`config.mk`:
```
export PLATFORM = sky130hd
export DESIGN_NAME = key_matrix_debounce_top
export DESIGN_NICKNAME = d
export VERILOG_FILES = /design/src/kmd_pkg.sv /design/src/kmd_row_mem.sv /design/src/kmd_row_update.sv /design/src/key_matrix_debounce_top.sv
export SDC_FILE = /design/constraint.sdc
export NUM_CORES = 2
export LEC_CHECK = 0
export ABC_CLOCK_PERIOD_IN_PS = 17800
export BUFFER_PORTS_ARGS = -buffer_cell sky130_fd_sc_hd__clkbuf_2
export CELL_PAD_IN_SITES_DETAIL_PLACEMENT = 0
export CELL_PAD_IN_SITES_GLOBAL_PLACEMENT = 1
export CORE_MARGIN = 4
export CORE_UTILIZATION = 45
export CTS_CLUSTER_SIZE = 30
export DETAILED_ROUTE_END_ITERATION = 12
export GPL_TIMING_DRIVEN = 0
export HOLD_SLACK_MARGIN = 0.1
export PLACE_DENSITY = 0.71
export SLEW_MARGIN = 20
export SYNTH_ARGS = -nofsm -noshare
export SYNTH_HDL_FRONTEND = slang
export SYNTH_HIERARCHICAL = 1
export SYNTH_SLANG_ARGS = --single-unit
```
`constraint.sdc`:
```
create_clock -name clk -period 17.8 [get_ports clk]
set_clock_uncertainty 0.2 [all_clocks]
set_input_delay 0 -clock clk [delete_from_list [all_inputs] [get_ports clk]]
set_output_delay 0 -clock clk [all_outputs]
set_load 0.02 [all_outputs]
```
`src/kmd_pkg.sv`:
```
// ----------------------------------------------------------------------------
// kmd_pkg: shared types and constants for the key matrix debouncer
// Beat layouts of the sample and result channels and the register map.
// ----------------------------------------------------------------------------
package kmd_pkg;

  // fixed field widths of the beats
  localparam int ROW_W  = 3;
  localparam int BITS_W = 16;
  localparam int TIME_W = 32;
  localparam int THR_W  = 16;
  localparam int CNT_W  = 8;
  // elapsed time clamped to just above any threshold
  localparam int EL_W   = THR_W + 1;

  // register map, word index
  localparam logic REG_THRESHOLD = 1'b0;

  localparam logic [THR_W-1:0] THRESHOLD_RESET = 16'd10;
  localparam logic [CNT_W-1:0] CNT_MAX = 8'hFF;

  // one sample beat: a raw row of the matrix
  typedef struct packed {
    logic [ROW_W-1:0]  row_index;
    logic [BITS_W-1:0] raw_bits;
    logic [TIME_W-1:0] now_ms;
  } sample_t;

  // one result beat: debounced state of the row
  typedef struct packed {
    logic [ROW_W-1:0]  row_out;
    logic [BITS_W-1:0] stable_bits;
    logic [BITS_W-1:0] changed_bits;
    logic              scan_skipped;
  } result_t;

endpackage

```
`src/kmd_row_mem.sv`:
```
// ----------------------------------------------------------------------------
// kmd_row_mem: per-row state memory
// One entry per row holding stable levels and key counters. Registered read,
// one write port; a row never written reads as zero.
// ----------------------------------------------------------------------------
module kmd_row_mem #(
  parameter int ROWS = 8,
  parameter int AW   = 3,
  parameter int DW   = 144
) (
  input  logic          clk,
  input  logic          rst,
  input  logic          rd_en,
  input  logic [AW-1:0] rd_addr,
  output logic [DW-1:0] rd_data,
  input  logic          wr_en,
  input  logic [AW-1:0] wr_addr,
  input  logic [DW-1:0] wr_data
);

  logic [DW-1:0] mem [ROWS];
  logic [ROWS-1:0] written;
  logic [DW-1:0] data_q;
  logic          written_q;

  // storage array and registered read
  always_ff @(posedge clk) begin
    if (wr_en) begin
      mem[wr_addr] <= wr_data;
    end
    if (rd_en) begin
      data_q <= mem[rd_addr];
    end
  end

  // written flags stand in for clearing the array at reset
  always_ff @(posedge clk) begin
    if (rst) begin
      written   <= '0;
      written_q <= 1'b0;
    end else begin
      if (wr_en) begin
        written[wr_addr] <= 1'b1;
      end
      if (rd_en) begin
        written_q <= written[rd_addr];
      end
    end
  end

  assign rd_data = written_q ? data_q : '0;

endmodule

```
`src/kmd_row_update.sv`:
```
// ----------------------------------------------------------------------------
// kmd_row_update: counter update of one row
// For every column holding a key, compares raw against stable level, advances
// or clears the counter and flips the stable bit once the threshold is reached.
// ----------------------------------------------------------------------------
module kmd_row_update #(
  parameter int COLS = 16,
  parameter int KEYS = 128
) (
  input  logic [kmd_pkg::ROW_W-1:0]      row,
  input  logic [kmd_pkg::BITS_W-1:0]     raw_bits,
  input  logic [kmd_pkg::EL_W-1:0]       elapsed,
  input  logic [kmd_pkg::THR_W-1:0]      threshold,
  input  logic [COLS*(kmd_pkg::CNT_W+1)-1:0] entry,
  output logic [COLS*(kmd_pkg::CNT_W+1)-1:0] entry_next,
  output logic [kmd_pkg::BITS_W-1:0]     stable_bits,
  output logic [kmd_pkg::BITS_W-1:0]     changed_bits
);
  import kmd_pkg::*;

  localparam int SUM_W = EL_W + 1;

  logic [COLS-1:0]       stable_cur;
  logic [COLS-1:0]       stable_new;
  logic [COLS-1:0]       changed;
  logic [COLS*CNT_W-1:0] cnt_cur;
  logic [COLS*CNT_W-1:0] cnt_new;

  assign stable_cur = entry[COLS-1:0];
  assign cnt_cur    = entry[COLS*(CNT_W+1)-1:COLS];

  // one lane per column, all independent
  always_comb begin
    logic [SUM_W-1:0] sum;
    logic             key_ok;
    stable_new = stable_cur;
    changed    = '0;
    cnt_new    = cnt_cur;
    for (int c = 0; c < COLS; c++) begin
      key_ok = (int'(row) * COLS + c) < KEYS;
      sum = SUM_W'(cnt_cur[c*CNT_W +: CNT_W]) + SUM_W'(elapsed);
      if (key_ok) begin
        if (raw_bits[c] == stable_cur[c]) begin
          cnt_new[c*CNT_W +: CNT_W] = '0;
        end else if (sum >= SUM_W'(threshold)) begin
          cnt_new[c*CNT_W +: CNT_W] = '0;
          stable_new[c] = ~stable_cur[c];
          changed[c]    = 1'b1;
        end else if (sum > SUM_W'(CNT_MAX)) begin
          cnt_new[c*CNT_W +: CNT_W] = CNT_MAX;
        end else begin
          cnt_new[c*CNT_W +: CNT_W] = sum[CNT_W-1:0];
        end
      end
    end
  end

  assign entry_next   = {cnt_new, stable_new};
  assign stable_bits  = BITS_W'(stable_new);
  assign changed_bits = BITS_W'(changed);

endmodule

```
`src/key_matrix_debounce_top.sv`:
```
// ----------------------------------------------------------------------------
// key_matrix_debounce_top: counter debouncer for a scanned key matrix
// Pipeline: a taken sample beat is registered in stage 1, then in the output register.
// Throughput: one row per cycle unless result_stall holds the pipeline; the row
// memory read-modify-write is pipelined, forwarding back-to-back same-row accesses.
// Reset: synchronous; counters and stable levels clear at once through per-row
// written flags, the scan time registers clear, the threshold returns to 10 ms.
// ----------------------------------------------------------------------------
module key_matrix_debounce_top #(
  parameter int ROWS = 8,
  parameter int COLS = 16,
  parameter int KEYS = 128
) (
  input  logic             clk,
  input  logic             rst,
  // sample channel
  input  logic             sample_valid,
  output logic             sample_stall,
  input  kmd_pkg::sample_t sample,
  // result channel
  output logic             result_valid,
  input  logic             result_stall,
  output kmd_pkg::result_t result,
  // register port
  input  logic             psel,
  input  logic             penable,
  input  logic             pwrite,
  input  logic [2:0]       paddr,
  input  logic [31:0]      pwdata,
  output logic [31:0]      prdata,
  output logic             pready
);
  import kmd_pkg::*;

  localparam int AW = (ROWS > 1) ? $clog2(ROWS) : 1;
  localparam int DW = COLS * (CNT_W + 1);
  localparam logic [BITS_W-1:0] COL_MASK = BITS_W'((17'd1 << COLS) - 17'd1);

  // register port
  logic [THR_W-1:0] threshold;

  assign pready = 1'b1;
  assign prdata = (paddr[2] == REG_THRESHOLD) ? 32'(threshold) : 32'd0;

  always_ff @(posedge clk) begin
    if (rst) begin
      threshold <= THRESHOLD_RESET;
    end else if (psel && penable && pwrite && pready && paddr[2] == REG_THRESHOLD) begin
      threshold <= pwdata[THR_W-1:0];
    end
  end

  // pipeline control
  logic accept;
  logic s1_valid;
  logic s1_adv;
  logic out_adv;

  assign out_adv      = !result_valid || !result_stall;
  assign s1_adv       = s1_valid && out_adv;
  assign sample_stall = s1_valid && !out_adv;
  assign accept       = sample_valid && !sample_stall;

  // scan timing on the incoming beat
  logic [TIME_W-1:0] last_time_ms;
  logic [TIME_W-1:0] scan_elapsed;
  logic [TIME_W-1:0] el_now;
  logic [TIME_W-1:0] el_use;
  logic [EL_W-1:0]   el_clamp;
  logic              in_range;
  logic              row_zero;

  assign row_zero = sample.row_index == '0;
  assign in_range = int'(sample.row_index) < ROWS;
  assign el_now   = sample.now_ms - last_time_ms;
  assign el_use   = row_zero ? el_now : scan_elapsed;
  assign el_clamp = (|el_use[TIME_W-1:THR_W]) ? EL_W'(1) << THR_W
                                              : EL_W'(el_use[THR_W-1:0]);

  always_ff @(posedge clk) begin
    if (rst) begin
      last_time_ms <= '0;
      scan_elapsed <= '0;
    end else if (accept && row_zero) begin
      scan_elapsed <= el_now;
      if (el_now != '0) begin
        last_time_ms <= sample.now_ms;
      end
    end
  end

  // row memory
  logic          rd_en;
  logic [AW-1:0] rd_addr;
  logic [DW-1:0] rd_data;
  logic          wr_en;
  logic [AW-1:0] wr_addr;
  logic [DW-1:0] wr_data;

  assign rd_en   = accept && in_range;
  assign rd_addr = AW'(sample.row_index);

  kmd_row_mem #(
    .ROWS (ROWS),
    .AW   (AW),
    .DW   (DW)
  ) u_mem (
    .clk     (clk),
    .rst     (rst),
    .rd_en   (rd_en),
    .rd_addr (rd_addr),
    .rd_data (rd_data),
    .wr_en   (wr_en),
    .wr_addr (wr_addr),
    .wr_data (wr_data)
  );

  // stage 1: read in flight, forwarding of a write to the same row
  logic [ROW_W-1:0]  s1_row;
  logic [BITS_W-1:0] s1_raw;
  logic [EL_W-1:0]   s1_el;
  logic              s1_skip;
  logic              s1_in_range;
  logic              fwd_hit;
  logic [DW-1:0]     fwd_data;

  always_ff @(posedge clk) begin
    if (rst) begin
      s1_valid <= 1'b0;
      fwd_hit  <= 1'b0;
    end else begin
      if (accept) begin
        s1_valid <= 1'b1;
        fwd_hit  <= wr_en && (wr_addr == rd_addr);
      end else if (s1_adv) begin
        s1_valid <= 1'b0;
      end
    end
  end

  always_ff @(posedge clk) begin
    if (accept) begin
      s1_row      <= sample.row_index;
      s1_raw      <= sample.raw_bits;
      s1_el       <= el_clamp;
      s1_skip     <= !in_range || (el_use == '0);
      s1_in_range <= in_range;
      fwd_data    <= wr_data;
    end
  end

  // counter update of the row
  logic [DW-1:0]     entry;
  logic [BITS_W-1:0] upd_stable;
  logic [BITS_W-1:0] upd_changed;

  assign entry = fwd_hit ? fwd_data : rd_data;

  kmd_row_update #(
    .COLS (COLS),
    .KEYS (KEYS)
  ) u_update (
    .row          (s1_row),
    .raw_bits     (s1_raw),
    .elapsed      (s1_el),
    .threshold    (threshold),
    .entry        (entry),
    .entry_next   (wr_data),
    .stable_bits  (upd_stable),
    .changed_bits (upd_changed)
  );

  assign wr_en   = s1_adv && !s1_skip;
  assign wr_addr = AW'(s1_row);

  // output register
  result_t res_next;

  always_comb begin
    res_next.row_out = s1_row;
    if (!s1_in_range) begin
      res_next.stable_bits  = '0;
      res_next.changed_bits = '0;
      res_next.scan_skipped = 1'b1;
    end else if (s1_skip) begin
      res_next.stable_bits  = BITS_W'(entry[COLS-1:0]);
      res_next.changed_bits = '0;
      res_next.scan_skipped = 1'b1;
    end else begin
      res_next.stable_bits  = upd_stable;
      res_next.changed_bits = upd_changed;
      res_next.scan_skipped = 1'b0;
    end
  end

  always_ff @(posedge clk) begin
    if (rst) begin
      result_valid <= 1'b0;
    end else if (out_adv) begin
      result_valid <= s1_valid;
    end
  end

  always_ff @(posedge clk) begin
    if (s1_adv) begin
      result <= res_next;
    end
  end

  // checks
  a_wr_in_range: assert property (@(posedge clk) disable iff (rst)
    wr_en |-> int'(wr_addr) < ROWS)
    else $error("row memory written beyond the last row");

  a_skip_no_change: assert property (@(posedge clk) disable iff (rst)
    result_valid && result.scan_skipped |-> result.changed_bits == '0)
    else $error("skipped row reports changed keys");

  a_cols_clear: assert property (@(posedge clk) disable iff (rst)
    result_valid |-> ((result.stable_bits | result.changed_bits) & ~COL_MASK) == '0)
    else $error("bits set beyond the last column");

  a_beat_moves: assert property (@(posedge clk) disable iff (rst)
    s1_adv |=> result_valid)
    else $error("stage 1 beat lost on its way to the output register");

endmodule
```
==> reports/summary.md <==
The run finished with clean final reports. TritonCTS built the clock tree. The most used flip-flop cell after synthesis is sky130_fd_sc_hd__edfxtp_1.

The count of nets after finishing is 6628, and the final routed wirelength across all metal layers is 221 mm. The final routed wire length divided by cell count works out to 25.7 um. Counting the buffers created by CTS gives 165. 0 antenna diodes ended up in the layout. The first TritonRoute pass finished after 6 iterations.

For this run, the number of standard cells in the final layout without fillers is 8577. The via count of the first global-routing pass was 49900. Traced cell by cell, the critical path runs through clkbuf_2, clkbuf_1, clkbuf_1, mux2_2, ha_1, a21o_1, or3_1, o21ai_1, buf_2, xnor2_1, ha_1, and4_1, a21boi_0, o31a_1, nor4b_4, mux2_1, buf_4, mux2_2.

The detailed router placed 49400 vias in this run. The number of flops mapped to enable cells by yosys is 1513, and the peak supply drop is 0.0000717 V. The share of Yosys cell area claimed by the top area cell type was 0.567; the post-synthesis sequential area ratio was 0.590.

At the pin with the least slew margin, the transition time is 1.20 ns. After routing the design area is 93800 um2. The core region is 176000 um2.

The share of async-settable or async-resettable flops after synthesis is 0, and the number of antenna violations at the first check in global routing is 7. The final number of max-transition violations is 0. After layout, the design draws a total of 8780 uW. The total DRC errors in the routed layout came out at 0. The pin count of the biggest net entering global routing was 86; the data required time at the worst endpoint was 18.17 ns. The number of maximum-capacitance constraint violations was 0. Clock latency on the worst-skew pair, taken at its later pin, is 0.82 ns. Summed over all cells, the static leakage comes to 0.0337 uW. Pin placement for this block handled 164 I/O pins. The tools report the category of the worst setup path capture point as a flop. The run gives 0.238 as the total global-route track usage. Dominant cell type by area after synthesis: sky130_fd_sc_hd__edfxtp_1.

The dominant cell by count in the synthesized netlist was sky130_fd_sc_hd__edfxtp_1. The routed design could run at a clock period as short as 8.11 ns. Once placement finished, the instance area stood at 85900 um2. The final design utilization was 0.531; the depth of the worst register-to-register path was 18. Clock-pin slew was measured on the worst setup and hold paths at 0.06 ns. The net switching fraction of the power was 0.244.

Power spread over the standard cell area amounts to 93.7 nW/um2. In this run the tool buffered the top-level ports with 127 buffer cells. By area the synthesized netlist is led by sky130_fd_sc_hd__edfxtp_1 57%, sky130_fd_sc_hd__ha_1 6.5%, sky130_fd_sc_hd__mux4_2 5.4%.

The growth of design area from synthesis to finish is 17.1%. The part of the total power dissipated in the clock network was 0.394. The total internal power is 6640 uW, and the max-slew headroom at the worst pin is 0.199.

The floorplan has 154 rows. The critical register-to-register path endpoint is result[32]$_DFFE_PP_. After synthesis the netlist holds a flip-flop and latch count of 1605. Setup repair after global routing left no endpoint under its margin. In this run the critical register-to-register path is launched from fwd_hit$_SDFFE_PP0P_. The number of instances in the placed design came out at 8040. The run gives 9.69 ns as the flop-to-flop setup slack. Among all stages on the critical path, the largest delay is contributed by sky130_fd_sc_hd__clkbuf_1.

In this run, the number of DRC markers left after iteration 0 of detailed routing was 4999. The run gives 3 as the maximum clock insertion buffer count. The delay contributed by the slowest stage of the critical path came out at 0.89 ns.

After global routing the overflow that remains totals 0. The share of the clock period used by the worst path works out to 0.456. The clock drives 1605 sinks. In this run the horizontal extent of the chip is 430 um.

In this run, distinct cell masters in the synthesized netlist total 104. Sorting the synthesized cells by how often they occur yields 1513 x sky130_fd_sc_hd__edfxtp_1, 415 x sky130_fd_sc_hd__ha_1, 355 x sky130_fd_sc_hd__a21oi_1, 327 x sky130_fd_sc_hd__mux2_2, 259 x sky130_fd_sc_hd__nand2_1. The switching power of the nets is 2140 uW, and the proportion of layout cells with a drive suffix above 1 is 0.202.

The first global-routing pass estimated 328 mm of wire. For the combinational fraction of design power, the log shows 0.114. The clock tree synthesis step divided the H-tree into 4 levels. After synthesis the cells add up to 80100 um2. The tools report the startpoint class of the critical path as a flop. The final-report hold violation count came out at 0.

For the final number of setup-violating endpoints, the log shows 0. From bottom edge to top edge, the die measures 430 um. The clock tree root buffer cell is sky130_fd_sc_hd__clkbuf_16. Counting the fill cells in the layout gives 14400. Registers take 47300 um2.

The worst setup path is of the flop to flop kind. The synthesized netlist cell count is 5402. The part of the power in registers is 0.492. The post-detailed-placement half-perimeter wirelength is 154 mm, and the placer's final routability congestion estimate is 0.909. Summing all multi-input logic gate instances after layout gives 30600 um2. The detail route stage leaves a number of antenna-violating nets equal to 0.

The startpoint identified for the worst hold timing path is sample[30]. The floorplan die area was 185000 um2. At the worst endpoint, the arrival time is 8.48 ns. Static timing analysis puts the maximum clock frequency at 123 MHz.

Capture endpoint of the worst hold path: scan_elapsed[30]$_SDFFE_PP0P_. Class of the tightest hold or removal check: primary input to flop. Average instance area after synthesis: 14.8 um2.

The worst hold path passes through 6 cells. For the number of synthesis warnings, the log shows 6. The effective utilization at floorplan was 0.454; the number of vias per cell was 5.75.

Along the worst path, the maximum fanout reaches 10.
metal layers:
metal / vias to the layer above / GRT usage / share of wire
met5: - / 0 / 0
met4: 0 / 0.0631 / 0.024
met3: 248 / 0.0384 / 0.064
met2: 1586 / 0.379 / 0.47
met1: 25200 / 0.341 / 0.45
li1: 22300 / - / -
stage by stage:
stage / hold WS [ns] / TNS, ns / setup slack [ns]
after floorplan: -0.122 / -170.95 / -0.594
after global placement: -0.0215 / -9669.90 / -18.27
after detailed placement: -0.0214 / 0 / 9.74
after CTS: 0.118 / 0 / 9.70
after global routing: 0.180 / 0 / 9.50
final: 0.174 / 0 / 9.69
power by group through the flow:
stage | Clock (uW) | Combinational [uW] | Sequential, uW
6_report | 3460 | 1000 | 4330
2_1_floorplan | 0 | 625 | 4410
3_5_place_dp | 0 | 959 | 4400
4_1_cts | 3520 | 998 | 4330
5_1_grt | 3690 | 1090 | 4330
3_3_place_gp | 0 | 902 | 4450
critical path, delay by kind of cell, from the launching register on:
family	cells	cell delay [ns]
buffers and inverters	5	2.64
AOI/OAI and AO/OA	4	1.49
muxes	3	1.19
and+or+nand+nor	3	1.15
adders and majority gates	2	0.67
DFF	1	0.31
xor gates and xnor gates	1	0.19
registers in the layout, indices dropped and copies added (netlist names):
register	count
scan_elapsed	32
u_mem/data_q	144
fwd_hit	1
threshold	16
u_mem/written_q	1
s1_raw	16
u_mem/written	8
fwd_data	144
result	36
u_mem/mem	1152
s1_skip	1
s1_valid	1
s1_row	3
s1_el	17
result_valid	1
last_time_ms	32
cells by family (layout without fill, tap and decap cells):
| group | count (synthesis) | in the layout | synth area share |
|---|---|---|---|
| buf+inv | 478 | 1298 | 0.0302 |
| other cells | 2 | 17 | 0.0000938 |
| flops | 1605 | 1605 | 0.590 |
| xor+xnor | 250 | 250 | 0.0273 |
| fa+ha+maj | 432 | 432 | 0.0691 |
| compound gates | 864 | 864 | 0.0701 |
| simple gates | 1097 | 1097 | 0.0739 |
| mux | 674 | 674 | 0.139 |
timing repair:
item / in CTS / in global routing
hold endpoints to repair: 314 / 0
gates resized for setup: 0 / 0
buffers inserted: 0 / 0
hold buffers: 236 / 0
layout by cell type (no fill, tap or decap), types with 98 or more instances in the layout:
cell and instances:
sky130_fd_sc_hd__and2_1 161, sky130_fd_sc_hd__buf_4 102, sky130_fd_sc_hd__inv_1 223, sky130_fd_sc_hd__mux4_2 191, sky130_fd_sc_hd__clkbuf_2 136, sky130_fd_sc_hd__mux2_2 327, sky130_fd_sc_hd__ha_1 415, sky130_fd_sc_hd__clkbuf_1 135
sky130_fd_sc_hd__a21o_1 104, sky130_fd_sc_hd__nand2_1 259, sky130_fd_sc_hd__o21ai_0 98, sky130_fd_sc_hd__clkbuf_16 166, sky130_fd_sc_hd__nand2b_1 101, sky130_fd_sc_hd__dlygate4sd3_1 236, sky130_fd_sc_hd__xnor2_1 146, sky130_fd_sc_hd__mux4_1 98
sky130_fd_sc_hd__xor2_1 104, sky130_fd_sc_hd__nor2_1 188, sky130_fd_sc_hd__edfxtp_1 1513, sky130_fd_sc_hd__a21oi_1 355
worst max-delay path by stage:
stage	from	endpoint	slack, ns	cells after the start
floorplan	result_valid$_SDFFE_PP0P_	u_mem/mem[2][0]$_DFFE_PP_	-0.59	3
global placement	s1_valid$_SDFFE_PP0P_	u_mem/mem[1][96]$_DFFE_PP_	-18.27	3
detailed placement	fwd_hit$_SDFFE_PP0P_	u_mem/mem[2][131]$_DFFE_PP_	9.74	19
CTS	fwd_hit$_SDFFE_PP0P_	fwd_data[131]$_DFFE_PP_	9.70	19
global route	fwd_hit$_SDFFE_PP0P_	fwd_data[131]$_DFFE_PP_	9.50	22
finish	fwd_hit$_SDFFE_PP0P_	result[32]$_DFFE_PP_	9.69	18
cell type report:
| class | instances | area share |
|---|---|---|
| Buffer | 248 | 0.0168 |
| Clock inverter | 104 | 0.0127 |
| Inverter | 230 | 0.00931 |
| Tap cell | 2340 | 0.0312 |
| Clock buffer | 197 | 0.0457 |
| Sequential cell | 1605 | 0.504 |
| Timing Repair Buffer | 519 | 0.0541 |
| Multi-Input combinational cell | 3334 | 0.326 |
Power figures use the tool's default switching activity.
